**src/hdl/rlbs_pkg.sv**
```systemverilog
`timescale 1ns / 1ps
// Shared constants, types and defaults for the RGB565 pair to LCD byte stream block.
// No dependencies; every other file imports this package.
package rlbs_pkg;

    localparam int PIX_W         = 16;
    localparam int BYTE_W        = 8;
    localparam int CFG_DATA_W    = 8;
    localparam int CFG_INDEX_W   = 2;
    localparam int QUEUE_DEPTH   = 2;

    // Controller command codes
    localparam logic [BYTE_W-1:0] CMD_DATA_CONTROL = 8'hBC;
    localparam logic [BYTE_W-1:0] CMD_PAGE_SET     = 8'h75;
    localparam logic [BYTE_W-1:0] CMD_COLUMN_SET   = 8'h15;
    localparam logic [BYTE_W-1:0] CMD_RAM_WRITE    = 8'h5C;

    // Configuration register indexes
    localparam logic [CFG_INDEX_W-1:0] REG_ORIGIN_X      = 2'd0;
    localparam logic [CFG_INDEX_W-1:0] REG_ORIGIN_Y      = 2'd1;
    localparam logic [CFG_INDEX_W-1:0] REG_REGION_WIDTH  = 2'd2;
    localparam logic [CFG_INDEX_W-1:0] REG_REGION_HEIGHT = 2'd3;

    // Register reset values
    localparam logic [BYTE_W-1:0] RST_ORIGIN   = 8'd0;
    localparam logic [BYTE_W-1:0] RST_REGION_W = 8'd132;
    localparam logic [BYTE_W-1:0] RST_REGION_H = 8'd132;

    // One classified pixel pair, handed from front to back through the queue
    typedef struct packed {
        logic              need_dc;      // first pair of a region
        logic              need_page;    // first pair of a row
        logic [BYTE_W-1:0] row;          // page address
        logic [BYTE_W-1:0] col;          // column address
        logic [BYTE_W-1:0] data0;        // R1G1
        logic [BYTE_W-1:0] data1;        // B1R2
        logic [BYTE_W-1:0] data2;        // G2B2
        logic              region_done;  // pair closes the region
    } pair_desc_t;

endpackage

```
**src/hdl/rlbs_queue.sv**
```systemverilog
`timescale 1ns / 1ps
// Small descriptor queue between front and back ends.
// Depends on rlbs_pkg for pair_desc_t.
module rlbs_queue
    import rlbs_pkg::*;
#(
    parameter int DEPTH = QUEUE_DEPTH
)
(
    input  logic       clk,
    input  logic       rst_n,
    input  logic       push,
    input  pair_desc_t push_desc,
    output logic       full,
    input  logic       pop,
    output logic       head_valid,
    output pair_desc_t head_desc
);

    localparam int PTR_W = (DEPTH > 1) ? $clog2(DEPTH) : 1;
    localparam int CNT_W = $clog2(DEPTH + 1);

    pair_desc_t        slot_reg [DEPTH];
    logic [PTR_W-1:0]  wr_ptr_reg, rd_ptr_reg;
    logic [CNT_W-1:0]  count_reg, count_next;

    assign full       = (count_reg == CNT_W'(DEPTH));
    assign head_valid = (count_reg != '0);
    assign head_desc  = slot_reg[rd_ptr_reg];

    // Storage
    always_ff @(posedge clk)
    begin
        if (push)
            slot_reg[wr_ptr_reg] <= push_desc;
    end

    always_comb
    begin
        count_next = count_reg;
        case ({push, pop})
            2'b10:   count_next = count_reg + 1'b1;
            2'b01:   count_next = count_reg - 1'b1;
            default: count_next = count_reg;
        endcase
    end

    // Pointers and fill count
    always_ff @(posedge clk or negedge rst_n)
    begin
        if (!rst_n)
        begin
            wr_ptr_reg <= '0;
            rd_ptr_reg <= '0;
            count_reg  <= '0;
        end
        else
        begin
            if (push)
                wr_ptr_reg <= (wr_ptr_reg == PTR_W'(DEPTH - 1)) ? '0 : wr_ptr_reg + 1'b1;
            if (pop)
                rd_ptr_reg <= (rd_ptr_reg == PTR_W'(DEPTH - 1)) ? '0 : rd_ptr_reg + 1'b1;
            count_reg <= count_next;
        end
    end

    a_no_overflow: assert property (@(posedge clk) disable iff (!rst_n)
        !(push && full) && !(pop && !head_valid))
        else $error("queue overflow or underflow");

endmodule

```
**config.mk**
```make
export PLATFORM = sky130hd
export DESIGN_NAME = rlbs_queue
export DESIGN_NICKNAME = d
export VERILOG_FILES = /design/src/hdl/rlbs_pkg.sv /design/src/hdl/rlbs_queue.sv
export SDC_FILE = /design/constraint.sdc
export NUM_CORES = 1
export LEC_CHECK = 0
export ABC_CLOCK_PERIOD_IN_PS = 8100
export BUFFER_PORTS_ARGS = -buffer_cell sky130_fd_sc_hd__clkbuf_2
export CAP_MARGIN = 20
export CORE_MARGIN = 10
export CORE_UTILIZATION = 30
export DETAILED_ROUTE_END_ITERATION = 16
export PLACE_DENSITY = 0.58
export SLEW_MARGIN = 30
export SYNTH_ARGS = -nofsm -noshare
export SYNTH_HDL_FRONTEND = slang
export SYNTH_SLANG_ARGS = --single-unit
```
**constraint.sdc**
```tcl
create_clock -name clk -period 8.1 [get_ports clk]
set_input_delay 0.81 -clock clk [delete_from_list [all_inputs] [get_ports clk]]
set_output_delay 0.81 -clock clk [all_outputs]
set_load 0.005 [all_outputs]
```
Yosys cells after proc, flatten, opt, wreduce, memory -nomap -nowiden. Memories as Yosys holds them, arrays and structs flattened. Index checks and enable logic that the tools add are counted.

Input bits: 47. Memory bits (writable): 86. Register bits: 4. Logic and storage cells: 18. Memories kept: 1. Output and inout port bits: 45.

Memory list: slot_reg (words 2, bits a word 43, read ports 1, clocked after Yosys merged registers in 0, write ports 1, RTL line rlbs_queue.sv:23) `pair_desc_t slot_reg [DEPTH];`.

Add/sub/neg operators: 4. Reduce and logical (&&, ||, !) cells: 2. Multiplexer cells: 5. Equal/unequal tests: 3.

Operators by type and width (count): 2-bit equality test (second input constant) (2); 1-bit 2-to-1 mux (4); 2-bit one-hot mux with 2 select lines (1); 2-bit nonzero test (2); 1-bit adder (second input constant) (2); 2-bit by 1-bit adder with 2-bit output (second input constant) (1); 2-bit by 1-bit equality test with 1-bit output (second input constant) (1); 2-bit by 1-bit subtractor with 2-bit output (second input constant) (1).

Longest topological paths before layout. Gate-level depths: netlist of run 1.

Depth in word-level cells: 2. Gate-level depth with buffers: 5. Gate-level depth less buffers: 5.

Least setup slack after synthesis of run 1. Ideal clock, no wire load.

Path kind: input -> register. Start point: in push. End point: mem slot_reg[0][0] (netlist bit) (enable). Cell stages on the path: 2. Path buffers: 0. Arrival time: 2675 ps. Library setup time: 444 ps. Path slack: 4981 ps. Required time: 7656 ps. Path through: inv_1 nor2_1.

Cells in the longest elaborated chain, start to end: 2.

Ends and longest elaborated chain: start: declaration (RTL line rlbs_queue.sv:12) `input logic push,`; 1-bit 2-to-1 mux (RTL line rlbs_queue.sv:34) `if (push)`; 1-bit 2-to-1 mux (not written as such) (RTL line rlbs_queue.sv:35) `slot_reg[wr_ptr_reg] <= push_desc;`; end: declaration (RTL line rlbs_queue.sv:23).

No other way between the ends.

==> metrics.cfg, run 1 <==
[placed_design]
placed_area_um2=4060
port_buffers=91
hpwlAfterDp_um=4310
pre_cts_ws_ps=5419
globalplace.congestion=0.6598

[worst_setup_path]
worstReg2RegEnd=slot_reg[0][17]
cp_data_arrival_time_ps=2160
critPathKind=reg2out
rr_worst_depth=2
r2r_slack_ps=6350
worstReg2RegStart=wr_ptr_reg
crit_end=head_desc[39]
worstPathRequired_ps=7290
start_kind=register
path_max_fanout=26
crit_start=rd_ptr_reg
critPathCaptureType=output port

[clock_network]
cts_resized=0
hold_buffers=0
clock_latency_ps=330
clkTransAtPathRegs_ps=60
cts_buffer_depth=2
cts_tree=built
cts_buffers=9
cts.sinks=90
postCtsSetupRepairBufs=0
clockRootBuffer=clkbuf_16
htree_levels=3

[logic_synthesis]
postSynthCellCount=150
yosysSeqAreaShare_pct=76.85
avgSynthCellArea_um2=23.27
yosys_warnings=0
synth.distinct_cells=14
synth-seq-cells=90
syn_area_um2=3491
syn_nets=198

[pwr]
ir_drop_v=0.0001175
power.leakage_uw=0.001758
combPwrFrac_pct=27.7
powerDensity_nw_per_um2=336.8
switchingPower_uw=371.9
swShare_pct=25.46
seq_power_share_pct=46.0
p_int_uw=1089
p_total_uw=1461
p_clk_share_pct=26.4

[route]
ant_nets=0
first_iter_violations=65
vias_per_cell=4.179
dr.pass1.iters=4
vias=1655
wire_per_inst_um=15.48
wl_um=6130
drc=0

[cells_and_area]
final_cell_area_um2=4337
diodes=0
largest_register_ff_count=86
area_delta_synth_final_pct=24.23
drive_gt1_share_pct=60.08
fin_nets=297

[global_routing]
grt_pass1_vias=1792
gr-total-overflow=0
grtUsageTotal_pct=7.747
antenna_found_initial=0
grt_pass1_wl_um=9666
grt_max_degree=44

[floorplan]
initial_core_util_pct=30.57
die_area_um2=16350
die_w_um=127.9
rows=39
coreArea_um2=11420
boundaryPins=92
die_y_um=127.9

[timing]
rsz0062_at_grt=false
fin_crit_sh_pct=36.69
min_period_ps=2972
slew_headroom_pct=59.89
setup_viol=0
slew_violations=0
setup_ws_ps=5128
finalClockSkew_ps=6.480
tns_ps=0
fmax_mhz=336.5
tightest_slew_ps=601.7
final-hold-violation-count=0

[run]
max_cap_viol_count=0

[run_status]
status=complete, no violations

[min_path]
hold_class=in2async

## logic make-up after synthesis
kind of cell / Yosys count / synth area share, %
flops: 90 / 76.85
simple gates: 5 / 0.7531
mux: 43 / 18.06
xor+xnor: 5 / 1.255
buf+inv: 6 / 2.724
fa+ha+maj: 1 / 0.3584
## worst min path at each step
stage / from / end / cells after the start
after detailed placement: count_reg[1] / count_reg[1] / 1
final: rst_n / count_reg[1] / 1
after global routing: rst_n / count_reg[1] / 1
after global placement: count_reg[1] / count_reg[1] / 1
after CTS: rst_n / count_reg[1] / 1
after floorplan: count_reg[1] / count_reg[1] / 1
## final cells by class
class / instances / area (um^2)
fillers: 1100 / 7082
flip-flops and latches: 90 / 2684
multi-input cells: 54 / 723.2
repair buffers: 93 / 470.5
clock buffers: 11 / 232.7
well taps: 143 / 178.9
clock inverters: 4 / 43.79
inverters: 1 / 3.754
## Yosys cell counts
library cell / n / area [um^2]
edfxtp_1: 86 / 2582
or2_2: 1 / 6.260
xor2_1: 3 / 26.28
buf_6: 1 / 11.26
xnor2_1: 2 / 17.52
and2_1: 1 / 6.260
nor2b_1: 1 / 6.260
dfrtp_1: 4 / 100.1
mux2_2: 4 / 45.04
nor2_1: 2 / 7.510
ha_1: 1 / 12.51
inv_1: 1 / 3.750
buf_12: 4 / 80.08
mux2_4: 39 / 585.6
## power groups by stage
| stage | Sequential (uW) | Combinational, uW | Clock [uW] |
|---|---|---|---|
| after CTS | 674 | 426 | 399 |
| after detailed placement | 683 | 425 | 0 |
| after global routing | 682 | 449 | 419 |
| final | 671 | 404 | 385 |
| after floorplan | 653 | 327 | 0 |
| after global placement | 680 | 424 | 0 |
## critical path, stage by stage (launching register included)
cell	delay (ps)
dfrtp_2	750
buf_4	520
mux2_2	400
clkbuf_2	120
## layer usage
layer	part of all wire [%]	routed length [um]	vias up	GRT usage, %
met5	0	0	-	0
li1	-	-	783	-
met2	50	3076	54	12.21
met1	40	2473	810	8.589
met3	7.7	475	8	3.143
met4	1.7	105	0	4.768
## cell usage in the layout, fill, tap and decap left out, types with 2 or more instances in the layout
cell type / Yosys / layout
xnor2_1: 2 / 2
clkbuf_2: 0 / 91
mux2_2: 4 / 4
dfrtp_1: 4 / 3
buf_4: 0 / 2
xor2_1: 3 / 3
edfxtp_1: 86 / 86
clkbuf_16: 0 / 9
clkinv_2: 0 / 2
mux2_4: 39 / 39
clkbuf_1: 0 / 2
## metrics by stage
step / hold WS, ps / util, % / cells
after floorplan: 447.4 / - / 150
final: 279.5 / 37.98 / 396
after detailed placement: 475.3 / 35.56 / 381
after CTS: 264.0 / 37.98 / 396
after global routing: 272.9 / 37.98 / 396
after global placement: 462.0 / 35.55 / 381
Power figures use the tool's default switching activity.
==> run 2: changes to the inputs <==
ABC_CLOCK_PERIOD_IN_PS = 2500   (was 8100)
PLACE_DENSITY = 0.6   (was 0.58)
clock period = 2.5 ns   (was 8.1 ns; I/O delays follow)
==> metrics.cfg, run 2 (synthesis gave the netlist of run 1 again) <==
[route]
wire_per_inst_um=16.33
vias_per_cell=4.148
wl_um=6532
dr.pass1.iters=4
vias=1659
first_iter_violations=75
ant_nets=0
drc=0

[timing]
fmax_mhz=464.4
tns_ps=0
setup_viol=0
rsz0062_at_grt=false
min_period_ps=2153
final-hold-violation-count=0
fin_crit_sh_pct=86.13
slew_headroom_pct=58.23
finalClockSkew_ps=10.31
tightest_slew_ps=626.6
slew_violations=0

[cells_and_area]
area_delta_synth_final_pct=25.77
final_common_cell=clkbuf_2
largest_register_ff_count=86
fin_nets=300
finalNonFillerCells=400
diodes=0
n_fill_cell=1083
drive_gt1_share_pct=61.48
final_cell_mix=clkbuf_2 (91), edfxtp_1 (86), mux2_4 (39), clkbuf_16 (9), mux2_2 (4)

[clock_network]
cts.sinks=90
clock_latency_ps=330
cts_buffer_depth=2
clockRootBuffer=clkbuf_16
cts_tree=built
cts_resized=0
clkTransAtPathRegs_ps=70
postCtsSetupRepairBufs=0
htree_levels=3
cts_buffers=9

[placed_design]
port_buffers=91
post-place-cells=383
hpwlAfterDp_um=4716
globalplace.congestion=0.6901

[pwr]
power.leakage_uw=0.001777
p_total_uw=4781
ir_drop_v=0.0004975
powerDensity_nw_per_um2=1089

[global_routing]
gr-total-overflow=0
antenna_found_initial=0
grtUsageTotal_pct=8.146
grt_pass1_vias=1908
grt_max_degree=27
grt_pass1_wl_um=10150

[run_status]
status=complete, no violations

[worst_setup_path]
critPathKind=reg2out
start_kind=register
cp_data_arrival_time_ps=1900
worstPathRequired_ps=2250
path_max_fanout=26
critPathCaptureType=output port

[run]
max_cap_viol_count=0

[floorplan]
die_y_um=127.9
boundaryPins=92
coreArea_um2=11420
die_w_um=127.9
initial_core_util_pct=30.57
rows=39
die_area_um2=16350

[min_path]
hold_class=in2reg

==> run 2: power breakdown <==
part	leakage (uW)	internal (uW)	switching, uW
sequential	0.000853	2010	170
combinational	0.000790	799	575
clock	0.000134	699	532
==> run 2: metal layers <==
layer  wire, um  share of wire [%]  GRT usage [%]
met2       3270                 50          12.87
met4        128                2.0          4.768
met3        574                8.8          3.722
met5          0                  0              0
met1       2559                 39          8.842
==> run 2: repair_timing <==
action	in CTS	in global routing
hold buffers	1	0
setup endpoints to repair	0	0
hold endpoints to repair	4	0
==> run 2: per-stage QoR <==
step / util (%) / area, um^2 / hold WS [ps] / setup WS [ps]
2_1_floorplan: - / 3493 / -45.59 / 550.3
3_3_place_gp: 35.90 / 4099 / 64.56 / 668.7
3_5_place_dp: 35.90 / 4099 / 68.04 / 648.5
4_1_cts: 38.45 / 4390 / 86.95 / 276.5
5_1_grt: 38.45 / 4390 / 89.15 / 238.7
6_report: 38.45 / 4390 / 101.9 / 346.7
==> run 2: final cells by class <==
class	instances	area [um^2]	area share [%]
clock buffer	10	239.0	5.443
timing repair buffer	96	520.5	11.86
multi-input combinational	54	721.9	16.44
clock inverter	6	42.54	0.9689
inverter	1	3.754	0.08549
sequential	90	2684	61.13
tap	143	178.9	4.075
==> run 2: path summary, 6_finish.rpt <==
kind	cells after the start	start	slack, ps	end
setup / recovery	3	rd_ptr_reg	350	head_desc[39]
hold / removal	1	push_desc[2]	100	slot_reg[1][2]
setup reg to reg	2	wr_ptr_reg	960	slot_reg[1][15]
hold reg to reg	1	count_reg[1]	480	count_reg[1]
max in group asynchronous	2	rst_n	2100	rd_ptr_reg
min in group asynchronous	2	rst_n	250	wr_ptr_reg
==> run 2: critical path, cell delays in order (launching register included) <==
cell,delay [ps]
dfrtp_2,770
buf_12,300
mux2_2,360
clkbuf_2,110
==> run 3: changes to the inputs <==
ABC_AREA = 1   (was default)
ABC_CLOCK_PERIOD_IN_PS = 2600   (was 2500)
PLACE_DENSITY = 0.59   (was 0.6)
clock period = 2.6 ns   (was 2.5 ns; I/O delays follow)
==> metrics.cfg, run 3 <==
[pwr]
combPwrFrac_pct=26.9
swShare_pct=29.99
power.leakage_uw=0.001850
ir_drop_v=0.0003181
p_int_uw=3039
powerDensity_nw_per_um2=1010
p_clk_share_pct=26.0
seq_power_share_pct=47.1
switchingPower_uw=1302

[logic_synthesis]
syn_area_um2=3386
synth_edf_count=86
ys.flop_type=edfxtp_1
synth.distinct_cells=16
async_flop_share_pct=4.444
synth_common_cells=edfxtp_1 (86), inv_1 (49), nand2_1 (49), o21ai_0 (38), o21ai_1 (5)
synth_mux_area_share_pct=0
syn_nets=296
synth_top_cell_by_area=edfxtp_1
synth_compound_area_share_pct=6.356
postSynthCellCount=248
synth_top_family_by_area=buffers and inverters
synth-seq-cells=90
synthXorXnorAreaFrac_pct=0.7761
yosys_warnings=0
avgSynthCellArea_um2=13.65
synthSimpleGateAreaFrac_pct=5.987
synth.top_cell.area_share_pct=76.27
synthTopCellsByArea=edfxtp_1 (76%), o21ai_0 (5.6%), inv_1 (5.4%)
synthAdderAreaFrac_pct=0.3695
yosysSeqAreaShare_pct=79.23
synth_most_common_cell=edfxtp_1

[timing]
whs_ps=112.7
setup_viol=0
finalClockSkew_ps=6.368
rsz0062_at_grt=false
tightest_slew_ps=538.4
slew_violations=0
fin_crit_sh_pct=67.51
tns_ps=0
final-hold-violation-count=0
fmax_mhz=569.7
setup_ws_ps=844.8
slew_headroom_pct=64.05
min_period_ps=1755

[floorplan]
die_w_um=126.2
boundaryPins=92
initial_core_util_pct=30.96
coreArea_um2=10940
die_area_um2=15940
rows=38
die_y_um=126.2

[cells_and_area]
diodes=0
final_common_cell=clkbuf_2
largest_register_ff_count=86
final_cell_mix=clkbuf_2 (91), edfxtp_1 (86), nand2_1 (49), inv_1 (48), o21ai_0 (38)
finalNonFillerCells=492
final_cell_area_um2=4298
fin_nets=395
area_delta_synth_final_pct=26.94
drive_gt1_share_pct=32.10

[route]
wire_per_inst_um=13.43
vias_per_cell=4.100
ant_nets=0
wl_um=6607
drc=0
first_iter_violations=84
vias=2017
dr.pass1.iters=4

[global_routing]
grt_pass1_wl_um=10870
grtUsageTotal_pct=8.632
gr-total-overflow=0
grt_max_degree=45
antenna_found_initial=0
grt_pass1_vias=2189

[clock_network]
postCtsSetupRepairBufs=0
cts_tree=built
clock_latency_ps=330
clkTransAtPathRegs_ps=60
cts_buffers=9
cts_buffer_depth=2
clockRootBuffer=clkbuf_16
htree_levels=3
hold_buffers=1
cts.sinks=90
cts_resized=0

[worst_setup_path]
critPathKind=reg2out
cp_data_arrival_time_ps=1500
critPathCaptureType=output port
start_kind=register
path_max_fanout=44
worstPathRequired_ps=2340

[placed_design]
port_buffers=91
placed_area_um2=4025
hpwlAfterDp_um=4796
pre_cts_ws_ps=1103
post-place-cells=475
globalplace.congestion=0.7024

[min_path]
hold_class=in2reg

[run_status]
status=complete, no violations

[run]
max_cap_viol_count=0

run 3: cell count changes after synthesis, sizes merged, moves of 3 or more:
| cell | change |
|---|---|
| inv | +48 |
| o21ai | +43 |
| nand2 | +49 |
| clkbuf | +3 |
| mux2 | -43 |
run 3: logic make-up (layout without fill, tap and decap cells):
family	Yosys count	after routing
AND/OR/NAND/NOR	53	53
buffers and inverters	58	162
XOR/XNOR	3	3
adder cells (fa/ha/maj)	1	1
AO/OA/AOI/OAI	43	43
flip-flops	90	90
run 3: final cells by class:
| type | instances | area, um^2 |
|---|---|---|
| inverter | 49 | 183.9 |
| clock buffer | 10 | 229.0 |
| multi-input combinational | 100 | 464.2 |
| sequential | 90 | 2684 |
| clock inverter | 6 | 33.78 |
| fill | 1055 | 6638 |
| timing repair buffer | 97 | 528.0 |
| tap | 140 | 175.2 |
run 3: power groups by stage:
| stage | Combinational [uW] | Clock [uW] | Sequential [uW] |
|---|---|---|---|
| 4_1_cts | 1230 | 1170 | 2050 |
| 3_5_place_dp | 1220 | 0 | 2080 |
| 2_1_floorplan | 665 | 0 | 2030 |
| 3_3_place_gp | 1210 | 0 | 2070 |
| 6_report | 1170 | 1130 | 2040 |
| 5_1_grt | 1370 | 1230 | 2080 |
run 3: stage by stage:
step	util, %	power, uW
3_5_place_dp	36.81	3295
3_3_place_gp	36.81	3271
2_1_floorplan	-	2697
5_1_grt	39.30	4678
6_report	39.30	4341
4_1_cts	39.30	4446
run 3: worst paths after layout:
check	start	endpoint	slack (ps)	depth (start not counted)
worst max-delay path	rd_ptr_reg	head_desc[36]	840	3
worst min-delay path	push_desc[38]	slot_reg[0][38]	110	1
worst max register to register	wr_ptr_reg	slot_reg[1][2]	1130	3
worst min register to register	count_reg[1]	count_reg[1]	490	2
max in group asynchronous	rst_n	rd_ptr_reg	2170	2
min in group asynchronous	rst_n	count_reg[1]	280	2
run 3: per-layer routing:
metal,vias to the layer above,track usage [%],part of all wire [%]
met5,-,0,0
met4,0,4.421,2.0
met3,11,4.320,9.6
met2,68,13.86,48
met1,912,9.203,40
li1,1026,-,-
run 3: critical path: stages (launching register included):
cell      delay [ps]
dfrtp_2          510
buf_12           210
o21ai_0          260
clkbuf_2         170
